==> src/hw/rtl/nqsc_pkg.sv <==
`default_nettype none
// ----------------------------------------------------------------------------
// nqsc_pkg
// shared types and constants of the n-queens subtree counter
// ----------------------------------------------------------------------------
package nqsc_pkg;

    localparam int COL_W     = 5;
    localparam int MASK_W    = 32;
    localparam int CFG_W     = 6;
    localparam int CNT_W     = 64;
    localparam int CFG_IDX_W = 1;

    // register indexes
    localparam logic [CFG_IDX_W-1:0] CFG_BOARD_SIZE   = 1'b0;
    localparam logic [CFG_IDX_W-1:0] CFG_PREFIX_DEPTH = 1'b1;

    localparam logic [CFG_W-1:0] BOARD_SIZE_RST   = 6'd8;
    localparam logic [CFG_W-1:0] PREFIX_DEPTH_RST = 6'd0;

    typedef enum logic [3:0] {
        ST_IDLE,
        ST_START,
        ST_CAND,
        ST_UNDO,
        ST_CHK_RD,
        ST_CHK,
        ST_LEGAL,
        ST_DONE
    } t_state;

endpackage
`default_nettype wire

==> src/hw/rtl/nqsc_in_if.sv <==
`default_nettype none
// ----------------------------------------------------------------------------
// nqsc_in_if
// prefix item channel: one prefix row per transfer
// ----------------------------------------------------------------------------
interface nqsc_in_if;
    import nqsc_pkg::*;

    logic             valid;
    logic             ready;
    logic [COL_W-1:0]  prefix_column;
    logic             column_present;
    logic [MASK_W-1:0] used_columns;
    logic             last_item;

    modport source (output valid, prefix_column, column_present, used_columns, last_item,
                    input ready);
    modport sink   (input valid, prefix_column, column_present, used_columns, last_item,
                    output ready);
endinterface
`default_nettype wire

==> src/hw/rtl/nqsc_out_if.sv <==
`default_nettype none
// ----------------------------------------------------------------------------
// nqsc_out_if
// result channel: solution and node counts of one search
// ----------------------------------------------------------------------------
interface nqsc_out_if;
    import nqsc_pkg::*;

    logic             valid;
    logic             ready;
    logic [CNT_W-1:0] solution_count;
    logic [CNT_W-1:0] visited_nodes;

    modport source (output valid, solution_count, visited_nodes, input ready);
    modport sink   (input valid, solution_count, visited_nodes, output ready);
endinterface
`default_nettype wire

==> src/hw/rtl/nqueens_subtree_counter.sv <==
`default_nettype none
// search steps: data dependent; setup, then per candidate column a candidate step plus a read
//   and a compare per earlier row checked, a legal step per legal node, an undo per backtrack
// throughput: one search at a time, set by the single compare unit and one-read-port row store
// input is taken one prefix row per cycle while idle; the result is held until transferred
// reset: synchronous active low, config and counts to defaults, all rows empty, loading at row 0
// ----------------------------------------------------------------------------
// nqueens_subtree_counter
// loads a partial n-queens placement and counts all legal nodes and complete
// solutions below it by depth-first backtracking with an iterative checker
// ----------------------------------------------------------------------------
module nqueens_subtree_counter #(
    parameter int MAX_BOARD = 32
) (
    input  wire                              i_clk,
    input  wire                              i_rst_n,
    input  wire                              i_cfg_we,
    input  wire [nqsc_pkg::CFG_IDX_W-1:0]    i_cfg_idx,
    input  wire [nqsc_pkg::CFG_W-1:0]        i_cfg_data,
    nqsc_in_if.sink                          i_item,
    nqsc_out_if.source                       o_result
);
    import nqsc_pkg::*;

    localparam int RW = $clog2(MAX_BOARD);

    t_state               r_state, n_state;
    logic [CFG_W-1:0]     r_board, r_prefix;
    logic [RW:0]          r_loaded, n_loaded;
    logic [MAX_BOARD-1:0] r_rvalid, n_rvalid;
    logic [MASK_W-1:0]    r_mask, n_mask;
    logic [RW-1:0]        r_depth, n_depth;
    logic [RW-1:0]        r_p, n_p;
    logic [CFG_W-1:0]     r_n, n_n;
    logic [COL_W-1:0]     r_col, n_col;
    logic                 r_cur_valid, n_cur_valid;
    logic [RW-1:0]        r_idx, n_idx;
    logic                 r_rd_valid, n_rd_valid;
    logic [CNT_W-1:0]     r_sol, n_sol;
    logic [CNT_W-1:0]     r_nodes, n_nodes;

    logic [COL_W-1:0]     mem [MAX_BOARD];
    logic [COL_W-1:0]     r_rd_data;
    logic                 w_we, w_re;
    logic [RW-1:0]        w_waddr, w_raddr;
    logic [COL_W-1:0]     w_wdata;

    logic [CFG_W-1:0]     w_neff;
    logic [CFG_W-1:0]     w_cand;
    logic [RW-1:0]        w_dist;
    logic [6:0]           w_other7, w_col7, w_dist7;
    logic                 w_conflict;

    function automatic logic [CNT_W-1:0] sat_inc(input logic [CNT_W-1:0] v);
        sat_inc = (v == {CNT_W{1'b1}}) ? v : v + CNT_W'(1);
    endfunction

    assign i_item.ready            = (r_state == ST_IDLE);
    assign o_result.valid          = (r_state == ST_DONE);
    assign o_result.solution_count = r_sol;
    assign o_result.visited_nodes  = r_nodes;

    assign w_neff   = (r_board > CFG_W'(MAX_BOARD)) ? CFG_W'(MAX_BOARD) : r_board;
    assign w_cand   = r_cur_valid ? (CFG_W'(r_col) + CFG_W'(1)) : '0;
    assign w_dist   = r_depth - r_idx;
    assign w_other7 = 7'(r_rd_data);
    assign w_col7   = 7'(r_col);
    assign w_dist7  = 7'(w_dist);
    assign w_conflict = r_rd_valid && ((w_other7 == w_col7) ||
                                       (w_other7 + w_dist7 == w_col7) ||
                                       (w_col7 + w_dist7 == w_other7));

    // row store
    always_ff @(posedge i_clk) begin
        if (w_we) begin
            mem[w_waddr] <= w_wdata;
        end
        if (w_re) begin
            r_rd_data <= mem[w_raddr];
        end
    end

    always_ff @(posedge i_clk) begin
        if (!i_rst_n) begin
            r_state  <= ST_IDLE;
            r_board  <= BOARD_SIZE_RST;
            r_prefix <= PREFIX_DEPTH_RST;
            r_loaded <= '0;
            r_rvalid <= '0;
            r_sol    <= '0;
            r_nodes  <= '0;
        end else begin
            r_state  <= n_state;
            r_loaded <= n_loaded;
            r_rvalid <= n_rvalid;
            r_sol    <= n_sol;
            r_nodes  <= n_nodes;
            if (i_cfg_we) begin
                case (i_cfg_idx)
                    CFG_BOARD_SIZE:   r_board  <= i_cfg_data;
                    CFG_PREFIX_DEPTH: r_prefix <= i_cfg_data;
                    default: ;
                endcase
            end
        end
    end

    always_ff @(posedge i_clk) begin
        r_mask      <= n_mask;
        r_depth     <= n_depth;
        r_p         <= n_p;
        r_n         <= n_n;
        r_col       <= n_col;
        r_cur_valid <= n_cur_valid;
        r_idx       <= n_idx;
        r_rd_valid  <= n_rd_valid;
    end

    always_comb begin
        n_state     = r_state;
        n_loaded    = r_loaded;
        n_rvalid    = r_rvalid;
        n_mask      = r_mask;
        n_depth     = r_depth;
        n_p         = r_p;
        n_n         = r_n;
        n_col       = r_col;
        n_cur_valid = r_cur_valid;
        n_idx       = r_idx;
        n_rd_valid  = r_rd_valid;
        n_sol       = r_sol;
        n_nodes     = r_nodes;
        w_we        = 1'b0;
        w_waddr     = r_depth;
        w_wdata     = r_col;
        w_re        = 1'b0;
        w_raddr     = r_idx;

        case (r_state)
            ST_IDLE: begin
                if (i_item.valid) begin
                    if (r_loaded < (RW+1)'(MAX_BOARD)) begin
                        w_we     = 1'b1;
                        w_waddr  = r_loaded[RW-1:0];
                        w_wdata  = i_item.column_present ? i_item.prefix_column : '0;
                        n_rvalid[r_loaded[RW-1:0]] = i_item.column_present;
                        n_loaded = r_loaded + (RW+1)'(1);
                    end
                    if (i_item.last_item) begin
                        n_mask  = i_item.used_columns;
                        n_state = ST_START;
                    end
                end
            end
            ST_START: begin
                n_sol   = '0;
                n_nodes = '0;
                if (r_prefix >= w_neff) begin
                    n_state = ST_DONE;
                end else begin
                    n_n         = w_neff;
                    n_p         = r_prefix[RW-1:0];
                    n_depth     = r_prefix[RW-1:0];
                    n_cur_valid = 1'b0;
                    for (int k = 0; k < MAX_BOARD; k++) begin
                        if (k >= int'(r_prefix)) begin
                            n_rvalid[k] = 1'b0;
                        end
                    end
                    n_state = ST_CAND;
                end
            end
            ST_CAND: begin
                if (w_cand >= r_n) begin
                    n_rvalid[r_depth] = 1'b0;
                    if (r_depth == r_p) begin
                        n_state = ST_DONE;
                    end else begin
                        n_depth = r_depth - RW'(1);
                        w_re    = 1'b1;
                        w_raddr = r_depth - RW'(1);
                        n_state = ST_UNDO;
                    end
                end else begin
                    w_we        = 1'b1;
                    w_waddr     = r_depth;
                    w_wdata     = w_cand[COL_W-1:0];
                    n_rvalid[r_depth] = 1'b1;
                    n_col       = w_cand[COL_W-1:0];
                    n_cur_valid = 1'b1;
                    if (r_mask[w_cand[COL_W-1:0]]) begin
                        n_state = ST_CAND;
                    end else if (r_depth == '0) begin
                        n_state = ST_LEGAL;
                    end else begin
                        n_idx   = '0;
                        n_state = ST_CHK_RD;
                    end
                end
            end
            ST_UNDO: begin
                n_mask      = r_mask & ~(MASK_W'(1) << r_rd_data);
                n_col       = r_rd_data;
                n_cur_valid = 1'b1;
                n_state     = ST_CAND;
            end
            ST_CHK_RD: begin
                w_re       = 1'b1;
                w_raddr    = r_idx;
                n_rd_valid = r_rvalid[r_idx];
                n_state    = ST_CHK;
            end
            ST_CHK: begin
                if (w_conflict) begin
                    n_state = ST_CAND;
                end else if (r_idx == r_depth - RW'(1)) begin
                    n_state = ST_LEGAL;
                end else begin
                    n_idx   = r_idx + RW'(1);
                    n_state = ST_CHK_RD;
                end
            end
            ST_LEGAL: begin
                n_nodes = sat_inc(r_nodes);
                if (CFG_W'(r_depth) + CFG_W'(1) == r_n) begin
                    n_sol = sat_inc(r_sol);
                end else begin
                    n_mask      = r_mask | (MASK_W'(1) << r_col);
                    n_depth     = r_depth + RW'(1);
                    n_cur_valid = 1'b0;
                end
                n_state = ST_CAND;
            end
            ST_DONE: begin
                n_rvalid = '0;
                n_loaded = '0;
                if (o_result.ready) begin
                    n_state = ST_IDLE;
                end
            end
            default: begin
                n_state = ST_IDLE;
            end
        endcase
    end

    a_depth_range: assert property (@(posedge i_clk) disable iff (!i_rst_n)
        (r_state == ST_CAND) |-> ((r_depth >= r_p) && (CFG_W'(r_depth) < r_n)))
        else $error("search depth out of range");

    a_mask_on_descend: assert property (@(posedge i_clk) disable iff (!i_rst_n)
        ((r_state == ST_LEGAL) && (CFG_W'(r_depth) + CFG_W'(1) != r_n))
        |=> r_mask[$past(r_col)])
        else $error("column not marked on descent");

    a_sol_le_nodes: assert property (@(posedge i_clk) disable iff (!i_rst_n)
        r_sol <= r_nodes)
        else $error("solution count above node count");

    a_no_load_while_result: assert property (@(posedge i_clk) disable iff (!i_rst_n)
        o_result.valid |-> !i_item.ready)
        else $error("input ready while result pending");

endmodule
`default_nettype wire

==> src/flat_wrapper.sv <==
// flat-port wrapper written by rule: the top's interface ports become plain ports
module nqueens_subtree_counter_flat import nqsc_pkg::*;
#(
    parameter int MAX_BOARD = 32
)
  (i_clk, i_rst_n, i_cfg_we, i_cfg_idx, i_cfg_data, i_item_valid, i_item_prefix_column, i_item_column_present, i_item_used_columns, i_item_last_item, i_item_ready, o_result_valid, o_result_solution_count, o_result_visited_nodes, o_result_ready);
  nqsc_in_if i_item_i ();
  nqsc_out_if o_result_i ();
  input  wire i_clk;
  input  wire i_rst_n;
  input  wire i_cfg_we;
  input  wire [nqsc_pkg::CFG_IDX_W-1:0] i_cfg_idx;
  input  wire [nqsc_pkg::CFG_W-1:0] i_cfg_data;
  input wire logic [$bits(i_item_i.valid)-1:0] i_item_valid;
  input wire logic [$bits(i_item_i.prefix_column)-1:0] i_item_prefix_column;
  input wire logic [$bits(i_item_i.column_present)-1:0] i_item_column_present;
  input wire logic [$bits(i_item_i.used_columns)-1:0] i_item_used_columns;
  input wire logic [$bits(i_item_i.last_item)-1:0] i_item_last_item;
  output wire logic [$bits(i_item_i.ready)-1:0] i_item_ready;
  output wire logic [$bits(o_result_i.valid)-1:0] o_result_valid;
  output wire logic [$bits(o_result_i.solution_count)-1:0] o_result_solution_count;
  output wire logic [$bits(o_result_i.visited_nodes)-1:0] o_result_visited_nodes;
  input wire logic [$bits(o_result_i.ready)-1:0] o_result_ready;
  assign i_item_i.valid = i_item_valid;
  assign i_item_i.prefix_column = i_item_prefix_column;
  assign i_item_i.column_present = i_item_column_present;
  assign i_item_i.used_columns = i_item_used_columns;
  assign i_item_i.last_item = i_item_last_item;
  assign i_item_ready = i_item_i.ready;
  assign o_result_valid = o_result_i.valid;
  assign o_result_solution_count = o_result_i.solution_count;
  assign o_result_visited_nodes = o_result_i.visited_nodes;
  assign o_result_i.ready = o_result_ready;
  nqueens_subtree_counter #(.MAX_BOARD(MAX_BOARD)) u_core (.i_clk(i_clk), .i_rst_n(i_rst_n), .i_cfg_we(i_cfg_we), .i_cfg_idx(i_cfg_idx), .i_cfg_data(i_cfg_data), .i_item(i_item_i), .o_result(o_result_i));
endmodule
==> config.mk <==
export PLATFORM = sky130hd
export DESIGN_NAME = nqueens_subtree_counter_flat
export DESIGN_NICKNAME = d
export VERILOG_FILES = /design/src/hw/rtl/nqsc_pkg.sv /design/src/hw/rtl/nqsc_in_if.sv /design/src/hw/rtl/nqsc_out_if.sv /design/src/hw/rtl/nqueens_subtree_counter.sv /design/src/flat_wrapper.sv
export SDC_FILE = /design/constraint.sdc
export NUM_CORES = 1
export LEC_CHECK = 0
export BUFFER_PORTS_ARGS = -buffer_cell sky130_fd_sc_hd__buf_2
export CAP_MARGIN = 15
export CORE_MARGIN = 2
export CORE_UTILIZATION = 40
export CTS_CLUSTER_SIZE = 14
export DETAILED_ROUTE_END_ITERATION = 10
export GPL_ROUTABILITY_DRIVEN = 0
export MAX_ROUTING_LAYER = met4
export PLACE_DENSITY = 0.67
export SKIP_CTS_REPAIR_TIMING = 1
export SLEW_MARGIN = 20
export SYNTH_ARGS = -nofsm -noshare
export SYNTH_HDL_FRONTEND = slang
export SYNTH_SLANG_ARGS = --single-unit
==> constraint.sdc <==
create_clock -name i_clk -period 4.4 [get_ports i_clk]
set_clock_uncertainty 0.05 [all_clocks]
set_input_delay 0.44 -clock i_clk [delete_from_list [all_inputs] [get_ports i_clk]]
set_output_delay 0.44 -clock i_clk [all_outputs]
set_load 0.02 [all_outputs]
; ---- Word level (Yosys, flattened, before mapping)
; Memory sizes are Yosys's and may differ from the RTL's. A register that Yosys moved wholly into a read port is not among the register bits.
; Index checks and enable logic that the tools add are counted.
[totals]
output_inout_bits = 130
register_bits = 242
n_memories = 1
word_cells = 339
in_bits = 51
ramBits = 160
[op_classes]
shift = 2
order_cmp = 42
n_bitwise = 8
add_sub_neg = 11
muxes = 107
n_reduce_logical = 59
eq_ne = 63
[mem_list]
columns = name, depth, word_bits, rd, rd_ports_with_merged_regs, wr, line
row1 = u_core.mem, 32, 5, 1, 1, 1, nqueens_subtree_counter.sv:42  ; logic [COL_W-1:0] mem [MAX_BOARD];
[ops]
columns = operator, count
row1 = one-hot mux 64 bit (2 select lines), 2
row2 = 2-to-1 mux 32 bit, 7
row3 = 2-to-1 mux 64 bit, 3
row4 = AND reduction 5 bit, 33
row5 = "adder 64 x 1 -> 64 bit, second input constant", 2
row6 = "equality test 64 bit, second input constant", 2
row7 = one-hot mux 32 bit (4 select lines), 1
row8 = "greater-or-equal comparator 5 x 6 -> 1 bit, first input constant", 16
row9 = one-hot mux 32 bit (3 select lines), 1
row10 = 2-to-1 mux 5 bit, 19
row11 = "inequality test 2 x 1 -> 1 bit, second input constant", 36
row12 = AND 32 bit, 2
row13 = inverter 32 bit, 2
row14 = OR 32 bit, 2
row15 = "<< shifter 1 x 5 -> 32 bit, first input constant", 2
row16 = "greater-or-equal comparator 4 x 6 -> 1 bit, first input constant", 8
row17 = 2-to-1 mux 1 bit, 46
row18 = bitwise mux 32 bit, 1
row19 = one-hot mux 5 bit (2 select lines), 3
row20 = one-hot mux 4 bit (7 select lines), 1
row21 = "greater-or-equal comparator 3 x 6 -> 1 bit, first input constant", 4
row22 = "< comparator 5 x 6 -> 1 bit, second input constant", 4
row23 = 2-to-1 mux 4 bit, 6
row24 = 2-to-1 mux 6 bit, 4
row25 = other kinds (40), 85

; ---- Logic depth before layout (Yosys ltp)
[depth]
depth_word = 8
depth_mapped = 18
ltp_nobuf = 17

; ---- Least setup slack after synthesis
; OpenSTA, ideal clock, no wires.
[synth_timing]
kind = register to register
startpoint = register u_core.r_col[2]
endpoint = memory u_core.mem[0][3] (data pin)
t_arrival_ps = 4217
setup_ps = 454
slack_ps = -321
path_stages_with_launch = 14
n_path_buf = 4
period_less_slack_ps = 4721
required_time_ps = 3896
path_cell_list = edfxtp_1 > clkbuf_1 > inv_1 > ha_1 > clkbuf_1 > nor2b_1 > ha_1 > a211o_1 > a21oi_1 > o21a_1 > clkbuf_1 > buf_1 > mux2i_1 > o21ai_0
[synth_via]
elab_chain_len = 5
[synth_lines]
columns = element, line
row1 = from (decl), nqueens_subtree_counter.sv:35  ; logic [COL_W-1:0] r_col, n_col;
row2 = from (signal assigned), nqueens_subtree_counter.sv:113  ; r_col <= n_col;
row3 = adder 5 x 1 -> 6 bit (*), nqueens_subtree_counter.sv:64  ; assign w_cand = r_cur_valid ? (CFG_W'(r_col) + CFG_W'(1)) : '0;
row4 = 2-to-1 mux 6 bit (*), nqueens_subtree_counter.sv:64
row5 = greater-or-equal comparator 6 bit, nqueens_subtree_counter.sv:174  ; if (w_cand >= r_n) begin
row6 = 2-to-1 mux 5 bit (*), nqueens_subtree_counter.sv:174
row7 = one-hot mux 5 bit (2 select lines) (*), nqueens_subtree_counter.sv:139  ; case (r_state)
row8 = net u_core.w_wdata[3], nqueens_subtree_counter.sv:46  ; logic [COL_W-1:0] w_wdata;
row9 = to (decl), nqueens_subtree_counter.sv:42
; Mark *: on every way through the listed nets, which the timed path passes. The rest lies on a longest branch.

; ---- Worst setup path after layout
[layout_timing]
startpoint = register u_core.r_depth[0]
endpoint = register u_core.r_idx[3] (enable)
[layout_via]
elab_chain_len = 8
word_cells_on_any_way = 15
classes_between = add/sub (4) / eq/ne (6) / reduce/logical (5)
[layout_lines]
columns = element, line
row1 = from (decl), nqueens_subtree_counter.sv:32  ; logic [RW-1:0] r_depth, n_depth;
row2 = from (signal assigned), nqueens_subtree_counter.sv:110  ; r_depth <= n_depth;
row3 = subtractor 5 bit, nqueens_subtree_counter.sv:65  ; assign w_dist = r_depth - r_idx;
row4 = adder 5 x 5 -> 6 bit, nqueens_subtree_counter.sv:70  ; (w_other7 + w_dist7 == w_col7) ||
row5 = equality test 7 x 5 -> 1 bit, nqueens_subtree_counter.sv:70
row6 = logical OR 1 bit, nqueens_subtree_counter.sv:69  ; assign w_conflict = r_rd_valid && ((w_other7 == w_col7) ||
row7 = logical OR 1 bit, nqueens_subtree_counter.sv:70
row8 = logical AND 1 bit, nqueens_subtree_counter.sv:69
row9 = inequality test 2 bit (no line), n/a
row10 = AND reduction 6 bit (no line) (*), n/a
row11 = to (signal assigned), nqueens_subtree_counter.sv:115  ; r_idx <= n_idx;
row12 = to (decl), nqueens_subtree_counter.sv:37  ; logic [RW-1:0] r_idx, n_idx;
; Mark *: on every way between the ends. The rest lies on a longest branch, timed or not.
; A chain may end at the register's enable or synchronous reset.

==> results.sh <==
export IMPL_post_drt_wl_per_cell_um=20.0
export IMPL_placed_area_mm2=0.0231
export IMPL_synth_cells=2186
export IMPL_chipHeight_um=235
export IMPL_h_tree_depth=2
export IMPL_cts_tree="built"
export IMPL_yosysTopAreaCell="edfxtp_1"
export IMPL_ys_flop_type="edfxtp_1"
export IMPL_synthArstFlopShare_pct=0
export IMPL_multi_input_area_mm2=0.0103
export IMPL_drv_cap=0
export IMPL_layout_commonest_cell="nor2_1"
export IMPL_postSynthAreaPerCell_um2=9.77
export IMPL_portBuffers=180
export IMPL_clk_pin_slew_ns=0.06
export IMPL_crit_path_end_kind="flop"
export IMPL_slew_headroom_pct=24.9
export IMPL_grt_antenna_before_repair=1
export IMPL_vias_per_cell=5.83
export IMPL_drv_slew=0
export IMPL_cts_buffer_depth=3
export IMPL_power_frac_seq_pct=42.1
export IMPL_cts_root_buf="clkbuf_16"
export IMPL_most_common_layout_cells="nor2_1, edfxtp_1, nand2_1"
export IMPL_drc=0
export IMPL_slowest_stage="o22ai_1"
export IMPL_hold_violations=0
export IMPL_die_area_mm2=0.0553
export IMPL_clock_sinks=406
export IMPL_synth_cell_types=80
export IMPL_grt_ovfl_total=0
export IMPL_grt_pass1_vias=17500
export IMPL_worst_path_buf_inv=2
export IMPL_area_growth_pct=15.9
export IMPL_core_mm2=0.0527
export IMPL_fmax_mhz=247
export IMPL_grt_max_degree=66
export IMPL_switchingPower_uw=3140
export IMPL_yosysSeqAreaShare_pct=48.6
export IMPL_rsz0062_at_grt="no"
export IMPL_dr_pass1_iters=9
export IMPL_critPathTopFamily="compound AO/OA/AOI/OAI gates"
export IMPL_cp_cell_sequence="inv_1, ha_1, fa_1, inv_1, ha_1, a21o_1, a21oi_1, nor2_1, a211oi_1, a2111oi_0, o21ai_0, o41ai_1, o22ai_1"
export IMPL_postRouteAntennaNets=0
export IMPL_yosys_top_cells_area="edfxtp_1, dfxtp_1, nor2_1"
export IMPL_syn_area_mm2=0.0214
export IMPL_final_setup_viol_count=0
export IMPL_wirelength_mm=61.7
export IMPL_cp_required_ns=4.58
export IMPL_finalCriticalPeriod_ns=4.05
export IMPL_syn_num_nets=2284
export IMPL_leakagePower_uw=0.00950
export IMPL_ys_seq_elements=406
export IMPL_drt_initial_drc_count=1952
export IMPL_p_int_uw=7470
export IMPL_regArea_mm2=0.0104
export IMPL_r2r_slack_ns=0.35
export IMPL_p_comb_share_pct=19.3
export IMPL_vdd_ir_drop_max_uv=302
export IMPL_cp_slowest_stage_delay_ns=0.49
export IMPL_die_w_um=235
export IMPL_insertion_delay_ns=0.61
export IMPL_fillers=4836
export IMPL_power_frac_clock_pct=38.6
export IMPL_dp_hpwl_mm=43.0
export IMPL_worstMarginPinSlew_ns=1.12
export IMPL_nets=2453
export IMPL_grt_pass1_wl_mm=97.1
export IMPL_fin_area_mm2=0.0248
export IMPL_crit_fanout=7
export IMPL_path_class="flop to flop"
export IMPL_rows=84
export IMPL_num_io_pins=181
export IMPL_fin_crit_sh_pct=92.1
export IMPL_numCtsBuffers=47
export IMPL_power_density_mw_per_mm2=429
export IMPL_yosysTopAreaCellShare_pct=31.6
export IMPL_hold_path_class="primary input to flop"
export IMPL_num_vias=18000
export IMPL_synth_edff_count=225
export IMPL_start_kind="flop"
export IMPL_initial_core_util_pct=40.6
export IMPL_swShare_pct=29.6
export IMPL_outcome="finished clean"
export IMPL_grt_use_total_pct=22.4
export IMPL_drive_gt1_share_pct=16.0
export IMPL_setup_tns_ns=0
export IMPL_cp_arrival_ns=4.24
export IMPL_yosys_warnings=0
==> flip-flops by register name, indices dropped and copies added, names as in the netlist, named ones only <==
signal                          cells
u_core.mem                        160
u_core.r_n                          6
u_core.r_cur_valid                  1
u_core.r_depth                      5
u_core.r_mask                      32
u_core.r_prefix                     6
u_core.r_idx                        5
u_core.r_board                      6
u_core.r_rd_data                    5
u_core.o_result.visited_nodes      64
u_core.r_loaded                     6
u_core.r_state                      3
u_core.r_rd_valid                   1
u_core.r_col                        5
u_core.r_p                          5
u_core.o_result.solution_count     64
==> per-stage QoR <==
stage               total power [uW]  hold WS [ns]  cells  util, %  setup slack [ns]
floorplan                       5880         0.382   2186        -             0.226
global placement                6480         0.404   2993     43.9             0.362
detailed placement              6530         0.399   2994     43.9             0.158
CTS                            10600      -0.00510   3080     47.0             0.114
global route                   11000        0.0303   3081     47.0            0.0338
finish                         10600        0.0255   3081     47.0             0.346
==> cells in the mapped netlist, types with 18 or more instances <==
cell      count
nor3_1       28
nor2b_1      22
o21ai_0     108
a31oi_1      33
ha_1         44
nand4_1      32
a21o_1       25
clkbuf_1     90
nand2_1     222
nor2_1      286
xnor2_1      60
o22ai_1      34
dfxtp_1     181
or3_1        18
inv_1        51
mux4_2       24
xor2_1      103
and3_1       21
and2_1       20
a21oi_1      98
edfxtp_1    225
mux2i_1      94
nand3_1     124
and4_1       22
==> final timing paths <==
kind | start | endpoint | depth (start not counted)
setup reg to reg | u_core.r_depth[0] | u_core.r_idx[3] | 13
hold / removal | i_cfg_data[3] | u_core.r_board[3] | 3
setup / recovery | u_core.r_depth[0] | u_core.r_idx[3] | 13
hold reg to reg | u_core.r_board[5] | u_core.r_n[5] | 0
==> cells by family (layout without fill, tap and decap cells) <==
group | count (synthesis) | after routing | synth area share (%)
compound gates | 413 | 413 | 12.3
xor+xnor | 165 | 165 | 6.90
fa+ha+maj | 47 | 47 | 2.86
buf+inv | 176 | 382 | 3.32
flops | 406 | 406 | 48.6
mux | 123 | 123 | 7.20
other cells | 0 | 1 | 0
simple gates | 856 | 856 | 18.8
==> per-layer routing <==
| metal | vias to the layer above | share of wire, % | GRT usage, % |
|---|---|---|---|
| met3 | 172 | 9.4 | 5.37 |
| met1 | 8616 | 42 | 28.5 |
| met2 | 915 | 46 | 34.8 |
| met5 | - | 0 | - |
| met4 | 0 | 3.4 | 7.69 |
| li1 | 8267 | - | - |
==> area by class of cell <==
class / count / area share [%]
sequential: 406 / 41.9
multi-input combinational: 1604 / 41.7
timing repair buffer: 241 / 5.54
clock buffer: 56 / 4.97
tap: 688 / 3.48
clock inverter: 30 / 1.55
inverter: 55 / 0.834
antenna: 1 / 0.0101
==> worst reg2reg max path, cell delays in order (launching register included) <==
cell       delay (ns)
edfxtp_1         0.40
inv_1            0.24
ha_1             0.24
fa_1             0.48
inv_1            0.17
ha_1             0.25
a21o_1           0.15
a21oi_1          0.28
nor2_1           0.07
a211oi_1         0.25
a2111oi_0        0.10
o21ai_0          0.36
o41ai_1          0.17
o22ai_1          0.49
==> power groups by stage <==
| stage | registers (uW) | logic (uW) | clock network (uW) |
|---|---|---|---|
| floorplan | 4460 | 1420 | 0 |
| global placement | 4530 | 1950 | 0 |
| detailed placement | 4530 | 2000 | 0 |
| CTS | 4450 | 2010 | 4170 |
| global route | 4470 | 2220 | 4310 |
| finish | 4460 | 2050 | 4100 |
No activity file was read; power rests on OpenSTA's default activity.
